[config.mk]
export PLATFORM = sky130hd
export DESIGN_NAME = round_robin_eligible_select_core
export DESIGN_NICKNAME = d
export VERILOG_FILES = /design/src/rtl/rres_pkg.sv /design/src/rtl/rres_ctrl.sv /design/src/rtl/rres_dpath.sv /design/src/rtl/round_robin_eligible_select_core.sv
export SDC_FILE = /design/constraint.sdc
export NUM_CORES = 1
export LEC_CHECK = 0
export ABC_AREA = 1
export BUFFER_PORTS_ARGS = -buffer_cell sky130_fd_sc_hd__buf_2
export CORE_MARGIN = 4
export CORE_UTILIZATION = 40
export CTS_BUF_LIST = sky130_fd_sc_hd__clkbuf_2
export DETAILED_ROUTE_END_ITERATION = 10
export GPL_ROUTABILITY_DRIVEN = 0
export PLACE_DENSITY = 0.62
export REMOVE_ABC_BUFFERS = 1
export SETUP_SLACK_MARGIN = 0.2
export SKIP_CTS_REPAIR_TIMING = 1
export SLEW_MARGIN = 20
export SYNTH_ARGS = -nofsm -noshare
export SYNTH_HDL_FRONTEND = slang
export SYNTH_SLANG_ARGS = --single-unit
export TNS_END_PERCENT = 5
[constraint.sdc]
create_clock -name clock -period 5.31 [get_ports clock]
set_clock_uncertainty 0.1 [all_clocks]
set_input_delay 0.531 -clock clock [delete_from_list [all_inputs] [get_ports clock]]
set_output_delay 0.531 -clock clock [all_outputs]
set_load 0.02 [all_outputs]
[src/rtl/rres_pkg.sv]
`timescale 1ns / 1ps
// ----------------------------------------------------------------------------
// rres_pkg: shared types and constants of the round-robin eligible select core
// Holds the ring size, field widths, status codes, controller states and the
// command and status groups that pass between controller and datapath.
// ----------------------------------------------------------------------------
package rres_pkg;

   // Ring size and the widths that follow from it.
   localparam int MAX_SERVERS = 16;
   localparam int IDX_W       = (MAX_SERVERS > 1) ? $clog2(MAX_SERVERS) : 1;
   localparam int CNT_W       = $clog2(MAX_SERVERS + 1);

   // Field widths of the beats.
   localparam int ID_W        = 16;
   localparam int ADDR_W      = 32;
   localparam int LOAD_W      = 7;
   localparam int RING_CNT_W  = 5;
   localparam int STATUS_W    = 2;
   localparam int REQ_DATA_W  = 56;
   localparam int RSP_DATA_W  = 64;

   // Load limit after reset.
   localparam logic [LOAD_W-1:0] LOAD_LIMIT_RESET = 7'd80;

   // Request kinds carried in req_tuser.
   localparam logic CMD_INSERT  = 1'b0;
   localparam logic CMD_REQUEST = 1'b1;

   // Result status codes carried in rsp_tuser.
   typedef enum logic [STATUS_W-1:0] {
      ST_INSERTED  = 2'd0,
      ST_FULL      = 2'd1,
      ST_ALLOCATED = 2'd2,
      ST_NONE      = 2'd3
   } status_type;

   // Controller states.
   typedef enum logic [1:0] {
      S_IDLE,
      S_INSERT,
      S_SCAN,
      S_DONE
   } state_type;

   // One ring entry as stored.
   typedef struct packed {
      logic [ID_W-1:0]   id;
      logic [ADDR_W-1:0] addr;
      logic              online;
      logic [LOAD_W-1:0] load;
   } entry_type;

   // Commands from the controller to the datapath.
   typedef struct packed {
      logic load_item;
      logic start_scan;
      logic do_insert;
      logic scan;
      logic finish;
   } ctrl_cmd_type;

   // Status from the datapath to the controller.
   typedef struct packed {
      logic is_request;
      logic scan_done;
      logic out_free;
   } ctrl_stat_type;

endpackage

[src/rtl/rres_ctrl.sv]
`timescale 1ns / 1ps
// ----------------------------------------------------------------------------
// rres_ctrl: sequencing controller
// Accepts one beat at a time, steps through insert or ring scan, and hands the
// result to the output register once that register is free.
// ----------------------------------------------------------------------------
module rres_ctrl (
   input  logic                   clock,
   input  logic                   reset,
   input  logic                   req_tvalid,
   output logic                   req_tready,
   input  rres_pkg::ctrl_stat_type stat,
   output rres_pkg::ctrl_cmd_type  cmd
);

   rres_pkg::state_type state_ff, state_in;

   // State register.
   always_ff @(posedge clock) begin
      if (reset) begin
         state_ff <= rres_pkg::S_IDLE;
      end else begin
         state_ff <= state_in;
      end
   end

   // Next state.
   always_comb begin
      state_in = state_ff;
      case (state_ff)
         rres_pkg::S_IDLE: begin
            if (req_tvalid) begin
               state_in = stat.is_request ? rres_pkg::S_SCAN : rres_pkg::S_INSERT;
            end
         end
         rres_pkg::S_INSERT: begin
            state_in = rres_pkg::S_DONE;
         end
         rres_pkg::S_SCAN: begin
            if (stat.scan_done) begin
               state_in = rres_pkg::S_DONE;
            end
         end
         rres_pkg::S_DONE: begin
            if (stat.out_free) begin
               state_in = rres_pkg::S_IDLE;
            end
         end
         default: begin
            state_in = rres_pkg::S_IDLE;
         end
      endcase
   end

   // Outputs. The request kind is looked at straight from the incoming beat
   // in the idle state, so is_request reflects req_tuser there.
   always_comb begin
      req_tready = 1'b0;
      cmd        = '0;
      case (state_ff)
         rres_pkg::S_IDLE: begin
            req_tready     = 1'b1;
            cmd.load_item  = req_tvalid;
            cmd.start_scan = req_tvalid;
         end
         rres_pkg::S_INSERT: begin
            cmd.do_insert = 1'b1;
         end
         rres_pkg::S_SCAN: begin
            cmd.scan = 1'b1;
         end
         rres_pkg::S_DONE: begin
            cmd.finish = stat.out_free;
         end
         default: begin
            req_tready = 1'b0;
         end
      endcase
   end

endmodule

[src/rtl/rres_dpath.sv]
`timescale 1ns / 1ps
// ----------------------------------------------------------------------------
// rres_dpath: ring storage, scan pipeline and result registers
// Holds the entry memory, the fill count, the rotating pointer and the load
// limit. A scan reads one entry per cycle and tests the previous read.
// ----------------------------------------------------------------------------
module rres_dpath (
   input  logic                                  clock,
   input  logic                                  reset,
   input  rres_pkg::ctrl_cmd_type                cmd,
   output rres_pkg::ctrl_stat_type               stat,
   // Incoming beat fields.
   input  logic                                  in_cmd,
   input  rres_pkg::entry_type                   in_entry,
   // Load limit write.
   input  logic                                  csr_we,
   input  logic [rres_pkg::LOAD_W-1:0]           csr_wdata,
   // Output register.
   output logic                                  out_valid,
   input  logic                                  out_ready,
   output rres_pkg::status_type                  out_status,
   output logic [rres_pkg::ID_W-1:0]             out_id,
   output logic [rres_pkg::ADDR_W-1:0]           out_addr,
   output logic [rres_pkg::LOAD_W-1:0]           out_load,
   output logic [rres_pkg::RING_CNT_W-1:0]       out_count
);

   localparam int IDX_W = rres_pkg::IDX_W;
   localparam int CNT_W = rres_pkg::CNT_W;

   // Next ring position, wrapping to entry 0 after the last filled entry.
   function automatic logic [IDX_W-1:0] next_idx(input logic [IDX_W-1:0] i,
                                                 input logic [CNT_W-1:0] n);
      logic [CNT_W-1:0] inc;
      logic [IDX_W-1:0] res;
      inc = CNT_W'(i) + CNT_W'(1);
      if (inc >= n) begin
         res = '0;
      end else begin
         res = inc[IDX_W-1:0];
      end
      return res;
   endfunction

   rres_pkg::entry_type mem [rres_pkg::MAX_SERVERS];

   rres_pkg::entry_type           item_ff;
   logic [rres_pkg::LOAD_W-1:0]   limit_ff;
   logic [CNT_W-1:0]              count_ff;
   logic [IDX_W-1:0]              ptr_ff;
   logic [IDX_W-1:0]              idx_ff;
   logic [IDX_W-1:0]              chk_idx_ff;
   logic                          chk_valid_ff;
   logic [CNT_W-1:0]              issued_ff;
   logic [CNT_W-1:0]              checked_ff;
   rres_pkg::entry_type           rd_ff;
   rres_pkg::status_type          res_status_ff;
   rres_pkg::entry_type           res_entry_ff;
   logic                          out_valid_ff;
   rres_pkg::status_type          out_status_ff;
   rres_pkg::entry_type           out_entry_ff;
   logic [rres_pkg::RING_CNT_W-1:0] out_count_ff;

   logic ring_full;
   logic issue_more;
   logic elig;
   logic last_check;
   logic hit;

   assign ring_full  = (count_ff == CNT_W'(rres_pkg::MAX_SERVERS));
   assign issue_more = (issued_ff != count_ff);
   assign elig       = rd_ff.online && (rd_ff.load < limit_ff);
   assign hit        = chk_valid_ff && elig;
   assign last_check = chk_valid_ff && ((checked_ff + CNT_W'(1)) == count_ff);

   // Status toward the controller.
   always_comb begin
      stat.is_request = (in_cmd == rres_pkg::CMD_REQUEST);
      stat.scan_done  = (count_ff == '0) || hit || last_check;
      stat.out_free   = !out_valid_ff || out_ready;
   end

   // Load limit register.
   always_ff @(posedge clock) begin
      if (reset) begin
         limit_ff <= rres_pkg::LOAD_LIMIT_RESET;
      end else if (csr_we) begin
         limit_ff <= csr_wdata;
      end
   end

   // Captured beat.
   always_ff @(posedge clock) begin
      if (cmd.load_item) begin
         item_ff <= in_entry;
      end
   end

   // Entry memory: one write port for inserts, one registered read port
   // that follows the scan index.
   always_ff @(posedge clock) begin
      if (cmd.do_insert && !ring_full) begin
         mem[count_ff[IDX_W-1:0]] <= item_ff;
      end
      rd_ff <= mem[idx_ff];
   end

   // Fill count and rotating pointer.
   always_ff @(posedge clock) begin
      if (reset) begin
         count_ff <= '0;
         ptr_ff   <= '0;
      end else begin
         if (cmd.do_insert && !ring_full) begin
            count_ff <= count_ff + CNT_W'(1);
         end
         if (cmd.scan && hit) begin
            ptr_ff <= next_idx(chk_idx_ff, count_ff);
         end
      end
   end

   // Scan pipeline: issue one read per cycle, test the entry read before.
   always_ff @(posedge clock) begin
      if (reset) begin
         chk_valid_ff <= 1'b0;
      end else if (cmd.start_scan) begin
         chk_valid_ff <= 1'b0;
      end else if (cmd.scan) begin
         chk_valid_ff <= issue_more;
      end
   end

   always_ff @(posedge clock) begin
      if (cmd.start_scan) begin
         idx_ff     <= (CNT_W'(ptr_ff) >= count_ff) ? '0 : ptr_ff;
         issued_ff  <= '0;
         checked_ff <= '0;
      end else if (cmd.scan) begin
         if (issue_more) begin
            idx_ff     <= next_idx(idx_ff, count_ff);
            chk_idx_ff <= idx_ff;
            issued_ff  <= issued_ff + CNT_W'(1);
         end
         if (chk_valid_ff) begin
            checked_ff <= checked_ff + CNT_W'(1);
         end
      end
   end

   // Result staging for the item in flight.
   always_ff @(posedge clock) begin
      if (cmd.do_insert) begin
         res_status_ff <= ring_full ? rres_pkg::ST_FULL : rres_pkg::ST_INSERTED;
         res_entry_ff  <= '0;
      end else if (cmd.scan && stat.scan_done) begin
         if (hit) begin
            res_status_ff <= rres_pkg::ST_ALLOCATED;
            res_entry_ff  <= rd_ff;
         end else begin
            res_status_ff <= rres_pkg::ST_NONE;
            res_entry_ff  <= '0;
         end
      end
   end

   // Output register; it holds a result until the receiver takes the beat.
   always_ff @(posedge clock) begin
      if (reset) begin
         out_valid_ff <= 1'b0;
      end else if (cmd.finish) begin
         out_valid_ff <= 1'b1;
      end else if (out_ready) begin
         out_valid_ff <= 1'b0;
      end
   end

   always_ff @(posedge clock) begin
      if (cmd.finish) begin
         out_status_ff <= res_status_ff;
         out_entry_ff  <= res_entry_ff;
         out_count_ff  <= rres_pkg::RING_CNT_W'(count_ff);
      end
   end

   assign out_valid  = out_valid_ff;
   assign out_status = out_status_ff;
   assign out_id     = out_entry_ff.id;
   assign out_addr   = out_entry_ff.addr;
   assign out_load   = out_entry_ff.load;
   assign out_count  = out_count_ff;

endmodule

[src/rtl/round_robin_eligible_select_core.sv]
`timescale 1ns / 1ps
// ----------------------------------------------------------------------------
// round_robin_eligible_select_core: round-robin server pick with eligibility
// Usage:
//   req_*  : request beats. req_tuser = 0 inserts the server entry carried in
//            req_tdata at the end of the ring; req_tuser = 1 asks for the next
//            eligible server (online, load below the programmed limit).
//   rsp_*  : one result beat per request beat, in order, status in rsp_tuser.
//   csr_*  : write of the load limit; always ready; write only while idle.
// Sequence: an insert passes the insert and done states before its result
//   is in the output register; a request scans from the pointer until a
//   hit or the last filled entry, or finds an empty ring, then passes done.
//   The scan reads one entry per cycle and tests it in the next cycle.
// Flow: one beat at a time; the next is taken in the idle state that
//   follows the loading of the result.
// Reset: synchronous; the ring is emptied, the pointer goes to entry 0 and
//   the load limit to 80. Entry contents are not cleared.
// Stall: a finished result waits in the output register while rsp_tready is
//   low; the next beat is accepted and worked on meanwhile, and is held at
//   completion until the output register frees up.
// ----------------------------------------------------------------------------
module round_robin_eligible_select_core (
   input  logic                                clock,
   input  logic                                reset,
   // Request channel.
   input  logic                                req_tvalid,
   output logic                                req_tready,
   // tdata: server_id[15:0], server_addr[47:16], online[48], load_pct[55:49]
   input  logic [rres_pkg::REQ_DATA_W-1:0]     req_tdata,
   // tuser: cmd[0]
   input  logic                                req_tuser,
   // Result channel.
   output logic                                rsp_tvalid,
   input  logic                                rsp_tready,
   // tdata: chosen_id[15:0], chosen_addr[47:16], chosen_load[54:48],
   //        ring_count[59:55], zero[63:60]
   output logic [rres_pkg::RSP_DATA_W-1:0]     rsp_tdata,
   // tuser: status[1:0]
   output logic [rres_pkg::STATUS_W-1:0]       rsp_tuser,
   // Load limit write.
   input  logic                                csr_valid,
   output logic                                csr_ready,
   input  logic [rres_pkg::LOAD_W-1:0]         csr_data
);

   rres_pkg::ctrl_cmd_type  cmd;
   rres_pkg::ctrl_stat_type stat;
   rres_pkg::entry_type     in_entry;
   rres_pkg::status_type    out_status;

   logic [rres_pkg::ID_W-1:0]       out_id;
   logic [rres_pkg::ADDR_W-1:0]     out_addr;
   logic [rres_pkg::LOAD_W-1:0]     out_load;
   logic [rres_pkg::RING_CNT_W-1:0] out_count;

   // Unpack the request beat.
   always_comb begin
      in_entry.id     = req_tdata[15:0];
      in_entry.addr   = req_tdata[47:16];
      in_entry.online = req_tdata[48];
      in_entry.load   = req_tdata[55:49];
   end

   assign csr_ready = 1'b1;

   rres_ctrl u_ctrl (
      .clock      (clock),
      .reset      (reset),
      .req_tvalid (req_tvalid),
      .req_tready (req_tready),
      .stat       (stat),
      .cmd        (cmd)
   );

   rres_dpath u_dpath (
      .clock      (clock),
      .reset      (reset),
      .cmd        (cmd),
      .stat       (stat),
      .in_cmd     (req_tuser),
      .in_entry   (in_entry),
      .csr_we     (csr_valid && csr_ready),
      .csr_wdata  (csr_data),
      .out_valid  (rsp_tvalid),
      .out_ready  (rsp_tready),
      .out_status (out_status),
      .out_id     (out_id),
      .out_addr   (out_addr),
      .out_load   (out_load),
      .out_count  (out_count)
   );

   // Pack the result beat.
   assign rsp_tuser = out_status;
   assign rsp_tdata = {4'd0, out_count, out_load, out_addr, out_id};

   // A beat taken in starts a busy period; no second beat in the next cycle.
   a_busy_after_accept: assert property (@(posedge clock) disable iff (reset)
      (req_tvalid && req_tready) |=> !req_tready)
      else $error("request accepted back to back");

   // The ring never reports more entries than its size of MAX_SERVERS.
   a_count_bound: assert property (@(posedge clock) disable iff (reset)
      rsp_tvalid |-> (rsp_tdata[59:55] <= rres_pkg::RING_CNT_W'(rres_pkg::MAX_SERVERS)))
      else $error("ring count above ring size");

   // Only an allocation carries a chosen server.
   a_chosen_zero: assert property (@(posedge clock) disable iff (reset)
      (rsp_tvalid && (rsp_tuser != rres_pkg::ST_ALLOCATED)) |-> (rsp_tdata[54:0] == '0))
      else $error("chosen fields set without allocation");

endmodule

==> run_results.csv <==
group,metric,value,unit
route,drt_iter0_markers,2782,
grt,grt_use_total,0.188,
sta,hold_viol_final,0,
power_and_ir_drop,power.density,488,nW/um^2
sta,grt_setup_unrepaired,"false",
sta,finalSetupViolCount,0,
clocking,ctsLongestPathBuffers,4,
power_and_ir_drop,share_comb_of_total_power,0.270,
sta,max_freq,301,MHz
floorplanning,floorplan.die.width,339,um
final_layout,utilization,0.461,
logic_synthesis,synth.ff_latch_count,1165,
final_layout,nets_finish,3734,
worst_setup_path,critPathArrivalTime,4.24,ns
clocking,clkSlewWorstSetupHoldPaths,0.10,ns
power_and_ir_drop,peakVddDrop,0.537,mV
clocking,cts_root_buffer,"sky130_fd_sc_hd__clkbuf_2",
final_layout,most_used_cells_in_the_layout_excluding_fill_and_tap_cells,"1024 x sky130_fd_sc_hd__edfxtp_1, 510 x sky130_fd_sc_hd__nand2_1, 465 x sky130_fd_sc_hd__clkbuf_2",
grt,grt_antenna_before_repair,3,
sta,maxSlewViolCount,0,
worst_setup_path,worst_path_dominant_cell_family,"simple AND/OR/NAND/NOR gates",
route,route.final.wire_length,112000,um
route,viasPerCell,5.26,
logic_synthesis,yosysWarningCount,0,
final_layout,commonest_non_fill_non_tap_cell_in_the_layout,"sky130_fd_sc_hd__edfxtp_1",
worst_setup_path,timing.critical_path.from_type,"flip-flop",
logic_synthesis,synth.lib_cells_used.distinct,38,
final_layout,fin_area,50200,um^2
logic_synthesis,postSynthCellCount,3184,
floorplanning,chipHeight,339,um
power_and_ir_drop,intPower,15.4,mW
route,routedWlPerCell,21.2,um
worst_setup_path,cell_chain_of_the_critical_path,"inv_2, ha_1, nand3_1, nand2_1, inv_2, nand2_1, nor2_4, buf_12",
clocking,clock_tree.htree_level_count,5,
power_and_ir_drop,swShare,0.369,
floorplanning,dieArea,115000,um^2
final_layout,layout.cells.non_filler,5267,
route,drc,0,
floorplanning,floorplan_row_count,121,
worst_setup_path,crit_path_max_fanout,40,
sta,tns_setup,0,ns
worst_setup_path,worstSetupEndpointType,"flip-flop",
power_and_ir_drop,p_clk_frac,0.244,
final_layout,ff_latch_area,33600,um^2
sta,timing.final.crit_share,0.625,
flow_run,cap_violations,0,
place,place_hpwl,55600,um
final_layout,area.growth.synth_to_final,14.2,%
clocking,clk_latency,1.50,ns
power_and_ir_drop,seq_power_share,0.486,
route,final_antenna_net_count,0,
worst_setup_path,timing.critical_path.slowest_stage_cell,"sky130_fd_sc_hd__nor2_4",
grt,overflow,0,
final_layout,multiInputGateArea,9250,um^2
power_and_ir_drop,power.static_leakage,17.6,nW
floorplanning,initial_utilization,0.403,
clocking,cts_bufs_inserted,312,
worst_setup_path,critPathBufInv,3,
grt,pin_count_of_the_biggest_net_entering_global_routing,196,
status,run_status,"completed",
logic_synthesis,synth_area,44000,um^2
clocking,cts.sinks,1165,
logic_synthesis,synth.avg_cell_area,13.8,um^2
place,port_buffers,132,
worst_setup_path,path_class,"flip-flop to flip-flop",
worst_setup_path,critPathMaxStageDelay,0.72,ns
sta,max_slew_margin,0.230,
route,vias,27700,
floorplanning,placeableCoreArea,109000,um^2
sta,finalCriticalPeriod,3.32,ns
place,dpl-instance-area,46000,um^2
clocking,clock_tree_from_tritoncts,"yes",
logic_synthesis,part_of_the_yosys_area_used_for_sequential_elements,0.764,
place,placed_cells_incl_taps,4582,
final_layout,filler_cell_count,9849,
floorplanning,io_pins,138,
sta,tightest_slew,1.15,ns
worst_setup_path,worst_ep_required_time,6.23,ns
final_layout,post_route_cells_drive_above_1_share,0.203,
grt,grt_pass1_vias,26800,
min_path,worst_hold_check_path_type,"primary input to flip-flop",
grt,grt_pass1_wl,165000,um
power_and_ir_drop,power_spent_charging_and_discharging_nets,9.05,mW
route,detail_route.first_pass.iterations,5,
[logic make-up after synthesis]
kind of cell / count (synthesis) / synth area share
other: 2 / 0.000171
AOI/OAI and AO/OA: 716 / 0.0968
DFF: 1165 / 0.764
buffers and inverters: 262 / 0.0295
xor gates and xnor gates: 9 / 0.00179
adders and majority gates: 32 / 0.00911
and+or+nand+nor: 998 / 0.0989
[layout make-up]
type,count,area share
sequential,1165,0.669
antenna,5,0.000249
clock buffer,465,0.0463
tap,1414,0.0352
clock inverter,64,0.00673
inverter,62,0.00498
multi-input combinational,1760,0.184
timing repair buffer,332,0.0537
[registers in the layout, indices dropped and copies added (netlist names), 7 cells and up]
register              flops
u_dpath.rd_ff            56
u_dpath.res_entry_ff     55
u_dpath.item_ff          56
u_dpath.out_id           16
u_dpath.out_load          7
u_dpath.limit_ff          7
u_dpath.out_addr         32
u_dpath.mem             896
[power groups by stage]
| stage | clock [mW] | sequential, mW | combinational [mW] |
|---|---|---|---|
| after floorplan | 0 | 12.3 | 3.57 |
| after global placement | 0 | 12.1 | 6.43 |
| after detailed placement | 0 | 12.1 | 6.52 |
| after CTS | 6.20 | 11.9 | 6.54 |
| after global routing | 6.72 | 12.0 | 7.30 |
| final | 5.98 | 11.9 | 6.62 |
[synth_stat cells, drive strengths merged]
master | n | share of area
nor4 | 1 | 0.00014
ha | 32 | 0.0091
a211oi | 2 | 0.00034
buf | 113 | 0.017
xnor2 | 2 | 0.00040
nand3b | 1 | 0.00017
o221ai | 47 | 0.0094
o211ai | 2 | 0.00034
nand3 | 116 | 0.013
a21oi | 216 | 0.028
dfxtp | 141 | 0.064
xor2 | 7 | 0.0014
a21boi | 1 | 0.00017
o22ai | 66 | 0.0094
inv | 61 | 0.0053
nand4 | 57 | 0.0081
nor3 | 4 | 0.00046
nor2 | 265 | 0.023
conb | 2 | 0.00017
clkinv | 1 | 0.000085
o21ai | 314 | 0.036
clkbuf | 87 | 0.0074
nand2 | 554 | 0.054
a221oi | 65 | 0.013
edfxtp | 1024 | 0.70
o21a | 2 | 0.00034
o21bai | 1 | 0.00017
[path summary, 6_finish.rpt]
path | from | endpoint | slack (ns) | depth (start not counted)
min | reset | u_dpath.count_ff[2] | 0.12 | 5
max reg2reg | u_dpath.count_ff[0] | u_dpath.mem[5][26] | 1.99 | 8
min reg2reg | u_dpath.rd_ff[34] | u_dpath.res_entry_ff[34] | 0.24 | 2
max | u_dpath.count_ff[0] | u_dpath.mem[5][26] | 1.99 | 8
[worst reg2reg max path: stages, from the launching register on]
cell,delay (ns)
sky130_fd_sc_hd__dfxtp_1,0.57
sky130_fd_sc_hd__inv_2,0.13
sky130_fd_sc_hd__ha_1,0.25
sky130_fd_sc_hd__nand3_1,0.09
sky130_fd_sc_hd__nand2_1,0.23
sky130_fd_sc_hd__inv_2,0.20
sky130_fd_sc_hd__nand2_1,0.26
sky130_fd_sc_hd__nor2_4,0.72
sky130_fd_sc_hd__buf_12,0.39
[layer usage]
| layer | track usage | vias up | share of wire |
|---|---|---|---|
| li1 | - | 12800 | - |
| met1 | 0.263 | 13600 | 0.44 |
| met2 | 0.291 | 1078 | 0.46 |
| met3 | 0.0449 | 182 | 0.077 |
| met4 | 0.0646 | 0 | 0.021 |
| met5 | 0 | - | 0 |
[stage by stage]
stage / power [mW] / hold WS (ns) / setup slack (ns)
final: 24.5 / 0.123 / 1.99
after global routing: 26.0 / -0.00137 / 1.76
after CTS: 24.6 / -1.11 / 1.72
after detailed placement: 18.6 / 0.319 / 1.78
after global placement: 18.5 / 0.319 / 1.87
after floorplan: 15.8 / 0.300 / -8.59
(Power assumes the default switching activity.)
